## src/rtl/idd_pkg.sv

```systemverilog
// Shared constants and types for the incremental deadlock detector.
package idd_pkg;

  localparam int PROC_ID_W    = 5;
  localparam int RES_ID_W     = 5;
  localparam int DIR_W        = 2;
  localparam int IDX_W        = 32;
  localparam int MASK_W       = 32;
  localparam int IN_TDATA_W   = 16;
  localparam int IN_TUSER_W   = 2;
  localparam int OUT_TDATA_W  = 64;
  localparam int OUT_TUSER_W  = 1;
  localparam int MAX_NODES    = 64;
  localparam int DEF_NUM_PROCS = 32;
  localparam int DEF_NUM_RES   = 32;

  localparam logic [DIR_W-1:0] DIR_REQUEST = 2'd0;
  localparam logic [DIR_W-1:0] DIR_ASSIGN  = 2'd1;

  // Controller to datapath
  typedef struct packed {
    logic accept;  // transaction taken on the input channel
    logic step;    // run one elimination round
    logic load;    // move the result into the output register
  } cmd_t;

  // Datapath to controller
  typedef struct packed {
    logic halted;   // deadlock already reported, result frozen
    logic changed;  // next round would still remove nodes
  } stat_t;

endpackage

```

## src/rtl/incremental_deadlock_detector_top.sv

```systemverilog
// Top level of the incremental deadlock detector.
//
//  Channel  Direction  Payload
//  in_*     slave      tdata: process_id, resource_id; tuser: direction
//  out_*    master     tdata: edge_index, process_mask; tuser: deadlock
//
// An item is accepted, runs elimination rounds (one per removed layer of nodes,
// plus the round that sees no change) and is then handed off. Once a deadlock
// is held, an item skips the rounds and goes straight to hand-off.
// Synchronous active-low reset clears the graph, counter and halt flag.
// A new item is taken while the previous result waits in the output register;
// a stalled output holds the block in its hand-off cycle.
module incremental_deadlock_detector_top #(
  parameter int NUM_PROCS = idd_pkg::DEF_NUM_PROCS,
  parameter int NUM_RES   = idd_pkg::DEF_NUM_RES
) (
  input  logic                            clk,
  input  logic                            rst_n,
  input  logic                            in_tvalid,
  output logic                            in_tready,
  input  logic [idd_pkg::IN_TDATA_W-1:0]  in_tdata,   // [4:0] process_id, [9:5] resource_id
  input  logic [idd_pkg::IN_TUSER_W-1:0]  in_tuser,   // [1:0] direction
  output logic                            out_tvalid,
  input  logic                            out_tready,
  output logic [idd_pkg::OUT_TDATA_W-1:0] out_tdata,  // [31:0] edge_index, [63:32] process_mask
  output logic [idd_pkg::OUT_TUSER_W-1:0] out_tuser   // [0] deadlock
);

  idd_pkg::cmd_t  cmd;
  idd_pkg::stat_t stat;

  logic                          deadlock;
  logic [idd_pkg::IDX_W-1:0]     edge_index;
  logic [idd_pkg::MASK_W-1:0]    process_mask;

  idd_ctrl u_ctrl (
    .clk        (clk),
    .rst_n      (rst_n),
    .in_tvalid  (in_tvalid),
    .in_tready  (in_tready),
    .out_tvalid (out_tvalid),
    .out_tready (out_tready),
    .stat       (stat),
    .cmd        (cmd)
  );

  idd_datapath #(
    .NUM_PROCS (NUM_PROCS),
    .NUM_RES   (NUM_RES)
  ) u_datapath (
    .clk              (clk),
    .rst_n            (rst_n),
    .cmd              (cmd),
    .stat             (stat),
    .in_process_id    (in_tdata[4:0]),
    .in_resource_id   (in_tdata[9:5]),
    .in_direction     (in_tuser[1:0]),
    .out_deadlock     (deadlock),
    .out_edge_index   (edge_index),
    .out_process_mask (process_mask)
  );

  assign out_tdata = {process_mask, edge_index};
  assign out_tuser = deadlock;

endmodule

```

## src/rtl/idd_ctrl.sv

```systemverilog
// Controller: sequences accept, elimination rounds and result hand-off.
module idd_ctrl (
  input  logic              clk,
  input  logic              rst_n,
  input  logic              in_tvalid,
  output logic              in_tready,
  output logic              out_tvalid,
  input  logic              out_tready,
  input  idd_pkg::stat_t    stat,
  output idd_pkg::cmd_t     cmd
);

  localparam logic [1:0] ST_IDLE = 2'd0;
  localparam logic [1:0] ST_ELIM = 2'd1;
  localparam logic [1:0] ST_DONE = 2'd2;

  logic [1:0] state_r, state_nxt;
  logic       out_valid_r, out_valid_nxt;
  logic       slot_free;

  assign slot_free  = !out_valid_r || out_tready;
  assign in_tready  = (state_r == ST_IDLE);
  assign out_tvalid = out_valid_r;

  always_comb begin
    cmd.accept = in_tvalid && (state_r == ST_IDLE);
    cmd.step   = (state_r == ST_ELIM);
    cmd.load   = (state_r == ST_DONE) && slot_free;
  end

  always_comb begin
    state_nxt = state_r;
    unique case (state_r)
      ST_IDLE: begin
        if (in_tvalid) state_nxt = stat.halted ? ST_DONE : ST_ELIM;
      end
      ST_ELIM: begin
        if (!stat.changed) state_nxt = ST_DONE;
      end
      ST_DONE: begin
        if (slot_free) state_nxt = ST_IDLE;
      end
      default: state_nxt = ST_IDLE;
    endcase
  end

  always_comb begin
    if (cmd.load) begin
      out_valid_nxt = 1'b1;
    end else if (out_tready) begin
      out_valid_nxt = 1'b0;
    end else begin
      out_valid_nxt = out_valid_r;
    end
  end

  always_ff @(posedge clk) begin
    if (!rst_n) begin
      state_r     <= ST_IDLE;
      out_valid_r <= 1'b0;
    end else begin
      state_r     <= state_nxt;
      out_valid_r <= out_valid_nxt;
    end
  end

endmodule

```

## src/rtl/idd_datapath.sv

```systemverilog
// Datapath: edge matrices, elimination masks, item counter and result registers.
module idd_datapath #(
  parameter int NUM_PROCS = idd_pkg::DEF_NUM_PROCS,
  parameter int NUM_RES   = idd_pkg::DEF_NUM_RES
) (
  input  logic                          clk,
  input  logic                          rst_n,
  input  idd_pkg::cmd_t                 cmd,
  output idd_pkg::stat_t                stat,
  input  logic [idd_pkg::PROC_ID_W-1:0] in_process_id,
  input  logic [idd_pkg::RES_ID_W-1:0]  in_resource_id,
  input  logic [idd_pkg::DIR_W-1:0]     in_direction,
  output logic                          out_deadlock,
  output logic [idd_pkg::IDX_W-1:0]     out_edge_index,
  output logic [idd_pkg::MASK_W-1:0]    out_process_mask
);

  localparam int PIW  = $clog2(NUM_PROCS);
  localparam int RIW  = $clog2(NUM_RES);
  localparam int ExtW = idd_pkg::MAX_NODES;

  // req_r[p] bit r: request p->r; asg_r[r] bit p: assignment r->p
  logic [NUM_RES-1:0]   req_r [NUM_PROCS];
  logic [NUM_PROCS-1:0] asg_r [NUM_RES];

  logic [NUM_PROCS-1:0] gone_p_r, gone_p_nxt;
  logic [NUM_RES-1:0]   gone_r_r, gone_r_nxt;

  logic [idd_pkg::IDX_W-1:0]  cnt_r;
  logic [idd_pkg::IDX_W-1:0]  idx_r;
  logic                       halted_r;
  logic [idd_pkg::IDX_W-1:0]  held_idx_r;
  logic [idd_pkg::MASK_W-1:0] held_mask_r;
  logic                       dl_r;
  logic [idd_pkg::IDX_W-1:0]  oidx_r;
  logic [idd_pkg::MASK_W-1:0] omask_r;

  logic [PIW-1:0]       p_idx;
  logic [RIW-1:0]       r_idx;
  logic                 ids_ok;
  logic                 take;
  logic [NUM_PROCS-1:0] stuck;
  logic [ExtW-1:0]      stuck_ext;
  logic [idd_pkg::MASK_W-1:0] stuck_mask;
  logic                 deadlock_now;

  assign p_idx  = PIW'(in_process_id);
  assign r_idx  = RIW'(in_resource_id);
  assign ids_ok = (int'(in_process_id) < NUM_PROCS) && (int'(in_resource_id) < NUM_RES);
  assign take   = cmd.accept && !halted_r;

  // One elimination round, all nodes in parallel
  always_comb begin
    for (int i = 0; i < NUM_PROCS; i++) begin
      gone_p_nxt[i] = gone_p_r[i] | ~|(req_r[i] & ~gone_r_r);
    end
    for (int j = 0; j < NUM_RES; j++) begin
      gone_r_nxt[j] = gone_r_r[j] | ~|(asg_r[j] & ~gone_p_r);
    end
  end

  assign stat.changed = (gone_p_nxt != gone_p_r) || (gone_r_nxt != gone_r_r);
  assign stat.halted  = halted_r;

  assign stuck        = ~gone_p_r;
  assign stuck_ext    = ExtW'(stuck);
  assign stuck_mask   = stuck_ext[idd_pkg::MASK_W-1:0];
  assign deadlock_now = |stuck;

  always_ff @(posedge clk) begin
    if (!rst_n) begin
      for (int i = 0; i < NUM_PROCS; i++) req_r[i] <= '0;
      for (int j = 0; j < NUM_RES; j++) asg_r[j] <= '0;
      cnt_r    <= '0;
      halted_r <= 1'b0;
    end else begin
      if (take) begin
        if (ids_ok && in_direction == idd_pkg::DIR_REQUEST) req_r[p_idx][r_idx] <= 1'b1;
        if (ids_ok && in_direction == idd_pkg::DIR_ASSIGN)  asg_r[r_idx][p_idx] <= 1'b1;
        if (cnt_r != '1) cnt_r <= cnt_r + 1'b1;
      end
      if (cmd.load && !halted_r && deadlock_now) halted_r <= 1'b1;
    end
  end

  always_ff @(posedge clk) begin
    if (take) begin
      idx_r    <= cnt_r;
      gone_p_r <= '0;
      gone_r_r <= '0;
    end else if (cmd.step) begin
      gone_p_r <= gone_p_nxt;
      gone_r_r <= gone_r_nxt;
    end
    if (cmd.load) begin
      if (halted_r) begin
        dl_r    <= 1'b1;
        oidx_r  <= held_idx_r;
        omask_r <= held_mask_r;
      end else if (deadlock_now) begin
        dl_r        <= 1'b1;
        oidx_r      <= idx_r;
        omask_r     <= stuck_mask;
        held_idx_r  <= idx_r;
        held_mask_r <= stuck_mask;
      end else begin
        dl_r    <= 1'b0;
        oidx_r  <= idx_r;
        omask_r <= '0;
      end
    end
  end

  assign out_deadlock     = dl_r;
  assign out_edge_index   = oidx_r;
  assign out_process_mask = omask_r;

endmodule

```

## config.mk

```make
export PLATFORM = sky130hd
export DESIGN_NAME = incremental_deadlock_detector_top
export DESIGN_NICKNAME = d
export VERILOG_FILES = /design/src/rtl/idd_pkg.sv /design/src/rtl/incremental_deadlock_detector_top.sv /design/src/rtl/idd_ctrl.sv /design/src/rtl/idd_datapath.sv
export SDC_FILE = /design/constraint.sdc
export NUM_CORES = 2
export LEC_CHECK = 0
export BUFFER_PORTS_ARGS = -buffer_cell sky130_fd_sc_hd__buf_2
export CORE_MARGIN = 4
export CORE_UTILIZATION = 50
export CTS_BUF_LIST = sky130_fd_sc_hd__clkbuf_4
export CTS_CLUSTER_DIAMETER = 50
export CTS_CLUSTER_SIZE = 24
export DETAILED_ROUTE_END_ITERATION = 16
export PLACE_DENSITY = 0.66
export SLEW_MARGIN = 20
export SYNTH_ARGS = -nofsm -noshare
export SYNTH_HDL_FRONTEND = slang
export SYNTH_SLANG_ARGS = --single-unit
```

## constraint.sdc

```tcl
create_clock -name clk -period 19.09 [get_ports clk]
set_input_delay 2.8635 -clock clk [delete_from_list [all_inputs] [get_ports clk]]
set_output_delay 2.8635 -clock clk [all_outputs]
set_load 0.03 [all_outputs]
```

# Yosys cells after proc, flatten, opt, wreduce, memory -nomap -nowiden
# Memory sizes are Yosys's and may differ from the RTL's.
# Index checks and enable logic that the tools add are counted.
# totals
regBits,261
memories,2
ram_bits,2048
# memory_table
memory,depth,width,read_ports,rd_ports_with_merged_regs,write_ports,line,text
u_datapath.asg_r,32,32,32,0,32,idd_datapath.sv:24,logic [NUM_PROCS-1:0] asg_r [NUM_RES];
u_datapath.req_r,32,32,32,0,32,idd_datapath.sv:23,logic [NUM_RES-1:0] req_r [NUM_PROCS];
# op_classes
reduce_logical,148
add_sub_neg,1
bitwise,131
magnitude_cmp,4
eq_ne,9
muxes,30
# op_table
cell,n
$reduce_or 32->1,67
$and 32x32->32,64
$mux 32,9
$logic_not 1->1,66
$ne 32x32->1,2
$not 32->32,2
$or 1x1->1,64
$add 32x1->32 const B,1
$ne 32x32->1 const B,1
$lt 5x6->1 const B,2
$mux 1,12
$demux 1 s5,2
$ge 5x1->1 const B,2
$mux 5,2
$mux 2,4
$logic_and 1x1->1,7
$pmux 2 s3,1
$reduce_and 3->1,2
$eq 2x1->1 const B,2
$logic_not 2->1,2
$ne 2x2->1 const B,2
$eq 2x2->1 const B,1
$logic_or 1x1->1,2
$ne 2x1->1 const B,1
other kinds (3),3

# Depth between registers and ports, before layout
# depth
word_depth,9
ltp_mapped,10
depth_no_buf,8

# By module
# Synthesis repeated with hierarchy kept, for this count alone.
# hier_totals
cells_unflattened,8811
hier_area_um2,87816.7
# modules_own_cells
mod,area_per_inst_um2,cells_per_inst,seq_area_each_um2,instances
idd_datapath,87646.6,8792,47775.8,1
idd_ctrl,170.2,19,60.1,1

# Least setup slack after synthesis
# No wires, ideal clock.
# synth_timing
path_kind,input-to-reg
startpoint,input out_tready
endpoint,"register u_datapath.held_idx_r[0] (netlist bit), enable pin"
t_arrival_ns,13.018
setup_time_ns,0.834
path_stages,2
t_required_ns,18.256
setup_slack_ns,5.238
path_cell_list,nor2b_1 a2111oi_0
# synth_between
elab_chain_cells,3
# synth_lines
item,line,text
from (decl),incremental_deadlock_detector_top.sv:24,"input logic out_tready,"
$logic_or 1x1->1,idd_ctrl.sv:21,assign slot_free = !out_valid_r || out_tready;
$logic_and 1x1->1,idd_ctrl.sv:28,cmd.load = (state_r == ST_DONE) && slot_free;
$reduce_and 3->1 (no source line),--,
to (signal assigned),idd_datapath.sv:104,held_idx_r <= idx_r;
to (decl),idd_datapath.sv:32,logic [idd_pkg::IDX_W-1:0] held_idx_r;
# Every way passes these cells.
# A chain may end at the register's enable or synchronous reset.

==> metrics.txt <==
status=finished, final reports clean; Total GRT Usage=between 30% and 40%; number of gates resized after cts=0; slew at the pin closest to its max-slew limit=about 1.3 ns; most area-consuming cells after synthesis=sky130_fd_sc_hd__dfxtp_1 50%, sky130_fd_sc_hd__o21ai_0 9.2%, sky130_fd_sc_hd__nand2_1 7.2%; area growth from synthesis to layout=6.44%; Net Count, Synth=roughly 9300; mapped cell area=0.0861 sq mm; wire length of the first global-routing pass=494 mm; root buffer selected by CTS=sky130_fd_sc_hd__clkbuf_4; Slew Limit Headroom=14.9%; Placer Congestion=0.973; overall via count from detail_route=75384; number of global-route vias before repair=66829; Num Clock Sinks=2309; final-stage net count=8987; post-synthesis cell type with the largest combined area=sky130_fd_sc_hd__dfxtp_1; number of buffers on the longest clock path=3; maximum cell stage delay along the critical path=~0.84 ns; Worst setup SP type=input port; CP Data Arrival Time=7.64 ns; proportion of layout cells with a drive suffix above 1=9.17%; Peak Freq=approximately 0.16 GHz; sequential share of the synthesized area=between 50 and 60%; total power=roughly 8.3 mW; final wirelength=between 300 and 400 mm; final count of hold timing violations=0; pin count of the biggest net entering global routing=220; list of cells traversed by the critical path=buf_12, buf_12, buf_4, buf_4, buf_4, buf_4, nand2_1, o21ai_0; antenna violations before repair=36; flip-flop cell with the highest count after synthesis=sky130_fd_sc_hd__dfxtp_1; worst reg2reg setup slack=13.89 ns; classification of the worst setup path=input port to flip-flop; largest registers ranked by flip-flop count=u_datapath.asg_r: 1024 flops, u_datapath.req_r: 1024 flops; final HPWL from detailed placement=208 mm; most frequent cell after synthesis=sky130_fd_sc_hd__dfxtp_1; routed length per placed instance=roughly 31 um; hold bufs inserted after CTS=0; Post-Layout Cell Count=11433; delay-heaviest family, CP=buffers and inverters; worst endpoint required time=20.39 ns; standard-cell rows=~150; clk_lat worst skew=1.45 ns; Die Outline Area=around 0.18 sq mm; setup repair after global routing missed its margin=no; number of detailed-route iterations in the first pass=9; crit path capture type=flip-flop; H-tree lvl count=4; count of unresolved DRC violations after routing=0; Slew Viols, Final=0; CTS Buf Count=around 170; power per standard cell area=91.0 mW/mm^2; width of the die=423 um; leading post-synthesis cells by instance count=2148 x sky130_fd_sc_hd__dfxtp_1, 1654 x sky130_fd_sc_hd__nand2_1, 1574 x sky130_fd_sc_hd__o21ai_0; number of enable-type register cells in the synthesized netlist=roughly 160; vias per cell=6.59; Max rail drop VDD=around 0.073 mV; max-cap check violation count=0; Cells after Synth=9269; Die Y=423 um; initial DRC count=13471; leak pwr=32.0 nW; total of flip-flops plus latches after synthesis=2309; antenna viol nets, final=0; count of port buffers added during placement=82; Yosys warnings=0; post-synthesis average cell area=9.28 sq um; I/O pin total=89; number of buffers added for setup after CTS=0; unique cell type count in the Yosys netlist=56; count of buffering cells on the critical path with inverters included=6; area of the core region=between 0.15 and 0.2 sq mm; crit-path max FO=219; clock tree from TritonCTS=yes; path class of the lowest-slack min-delay path=flip-flop to flip-flop; initial cell density of the core=50.6%; DP Cell Count=11086; grt total ovfl=0; post-layout min period=6.34 ns; summed negative setup slack over all endpoints=0 ns; Final Setup Violations=0; cell repeated most along the worst path=sky130_fd_sc_hd__buf_4; proportion of synthesized flip-flops having asynchronous set or reset=0%; final period utilization=between 30% and 40%; worst clock skew=0.113 ns; cell with the largest stage delay on the worst path=sky130_fd_sc_hd__buf_4; clock transition at the registers of the reported paths=roughly 0.19 ns; proportion of netlist area held by the largest area contributor=approximately half
-- metrics by stage --
step                worst slack, ns  utilization, %  hold slack [ns]  instance area (sq um)
finish                        12.75            53.8            0.463                  91600
CTS                           12.78            53.7            0.466                  91400
global route                  12.43            53.8            0.460                  91600
global placement              11.45            51.9            0.425                  88400
detailed placement            11.30            52.0            0.434                  88500
floorplan                      5.24               -            0.417                  86100
-- worst reg2reg max path, stage by stage (launching register included) --
cell and delay [ns]:
sky130_fd_sc_hd__dfxtp_1 0.39, sky130_fd_sc_hd__buf_4 0.41, sky130_fd_sc_hd__inv_1 0.54, sky130_fd_sc_hd__buf_4 0.47
sky130_fd_sc_hd__a2111oi_0 0.54, sky130_fd_sc_hd__nand4_1 0.23, sky130_fd_sc_hd__nor4_1 0.96, sky130_fd_sc_hd__nor4_1 0.40
sky130_fd_sc_hd__buf_4 0.28, sky130_fd_sc_hd__nand4_1 0.20, sky130_fd_sc_hd__nor4_2 0.09, sky130_fd_sc_hd__buf_4 0.20
sky130_fd_sc_hd__a2111oi_2 0.35
-- worst paths after layout --
path	from	end	cells past startpoint
setup reg to reg	u_datapath.gone_p_r[22]$_SDFFE_PP0P_	u_ctrl.state_r[0]$_SDFFE_PN0P_	12
hold reg to reg	u_datapath.idx_r[23]$_DFFE_PP_	u_datapath.held_idx_r[23]$_DFFE_PP_	0
hold / removal	u_datapath.idx_r[23]$_DFFE_PP_	u_datapath.held_idx_r[23]$_DFFE_PP_	0
setup / recovery	rst_n	u_datapath.req_r[28][23]$_DFF_P_	8
-- routing by layer --
metal	share of wire (%)	GRT usage (%)
met1	38	50.3
met2	41	54.8
met3	14	10.8
met4	7.3	23.4
met5	0.036	0.215
-- cells by family after synthesis --
group | synth area share (%)
adder cells (fa/ha/maj) | 0.0145
multiplexers | 0.419
flip-flops | 55.6
AO/OA/AOI/OAI | 22.2
XOR/XNOR | 0.275
buffers and inverters | 4.17
AND/OR/NAND/NOR | 17.4
-- power breakdown --
| part | total, mW | switching [mW] | internal, mW |
|---|---|---|---|
| clock network | 2.57 | 1.82 | 0.747 |
| registers | 4.93 | 0.0292 | 4.91 |
| logic | 0.829 | 0.730 | 0.0993 |
-- placed cells by master, fill, tap and decap left out, types with 21 or more instances in the layout --
cell type / netlist / layout
sky130_fd_sc_hd__dfxtp_1: 2148 / 2145
sky130_fd_sc_hd__nand2_1: 1654 / 1634
sky130_fd_sc_hd__o21ai_0: 1574 / 1574
sky130_fd_sc_hd__nor2b_1: 782 / 781
sky130_fd_sc_hd__a22o_1: 518 / 518
sky130_fd_sc_hd__a22oi_1: 454 / 454
sky130_fd_sc_hd__a2111oi_0: 272 / 271
sky130_fd_sc_hd__buf_4: 21 / 264
sky130_fd_sc_hd__nand4_1: 196 / 196
sky130_fd_sc_hd__clkbuf_4: 0 / 179
sky130_fd_sc_hd__edfxtp_1: 161 / 161
sky130_fd_sc_hd__nor2_1: 155 / 118
sky130_fd_sc_hd__buf_2: 108 / 81
sky130_fd_sc_hd__nor4_1: 73 / 71
sky130_fd_sc_hd__and2b_1: 69 / 69
sky130_fd_sc_hd__inv_1: 48 / 45
sky130_fd_sc_hd__o41a_1: 44 / 44
sky130_fd_sc_hd__nand3_2: 1 / 42
sky130_fd_sc_hd__nor2_2: 0 / 33
sky130_fd_sc_hd__diode_2: 0 / 32
sky130_fd_sc_hd__mux2_2: 32 / 32
sky130_fd_sc_hd__inv_6: 0 / 27
sky130_fd_sc_hd__inv_8: 0 / 26
sky130_fd_sc_hd__a21oi_1: 24 / 24
sky130_fd_sc_hd__clkinv_1: 11 / 21
-- area by class of cell --
type | instances | area [sq um]
fill | 15515 | 78600
sequential | 2309 | 47800
multi-input combinational | 6063 | 35100
tap | 2295 | 2870
timing repair buffer | 351 | 2480
clock inverter | 134 | 1600
clock buffer | 178 | 1340
inverter | 71 | 267
antenna | 32 | 80.1
No activity file was read; power rests on OpenSTA's default activity.
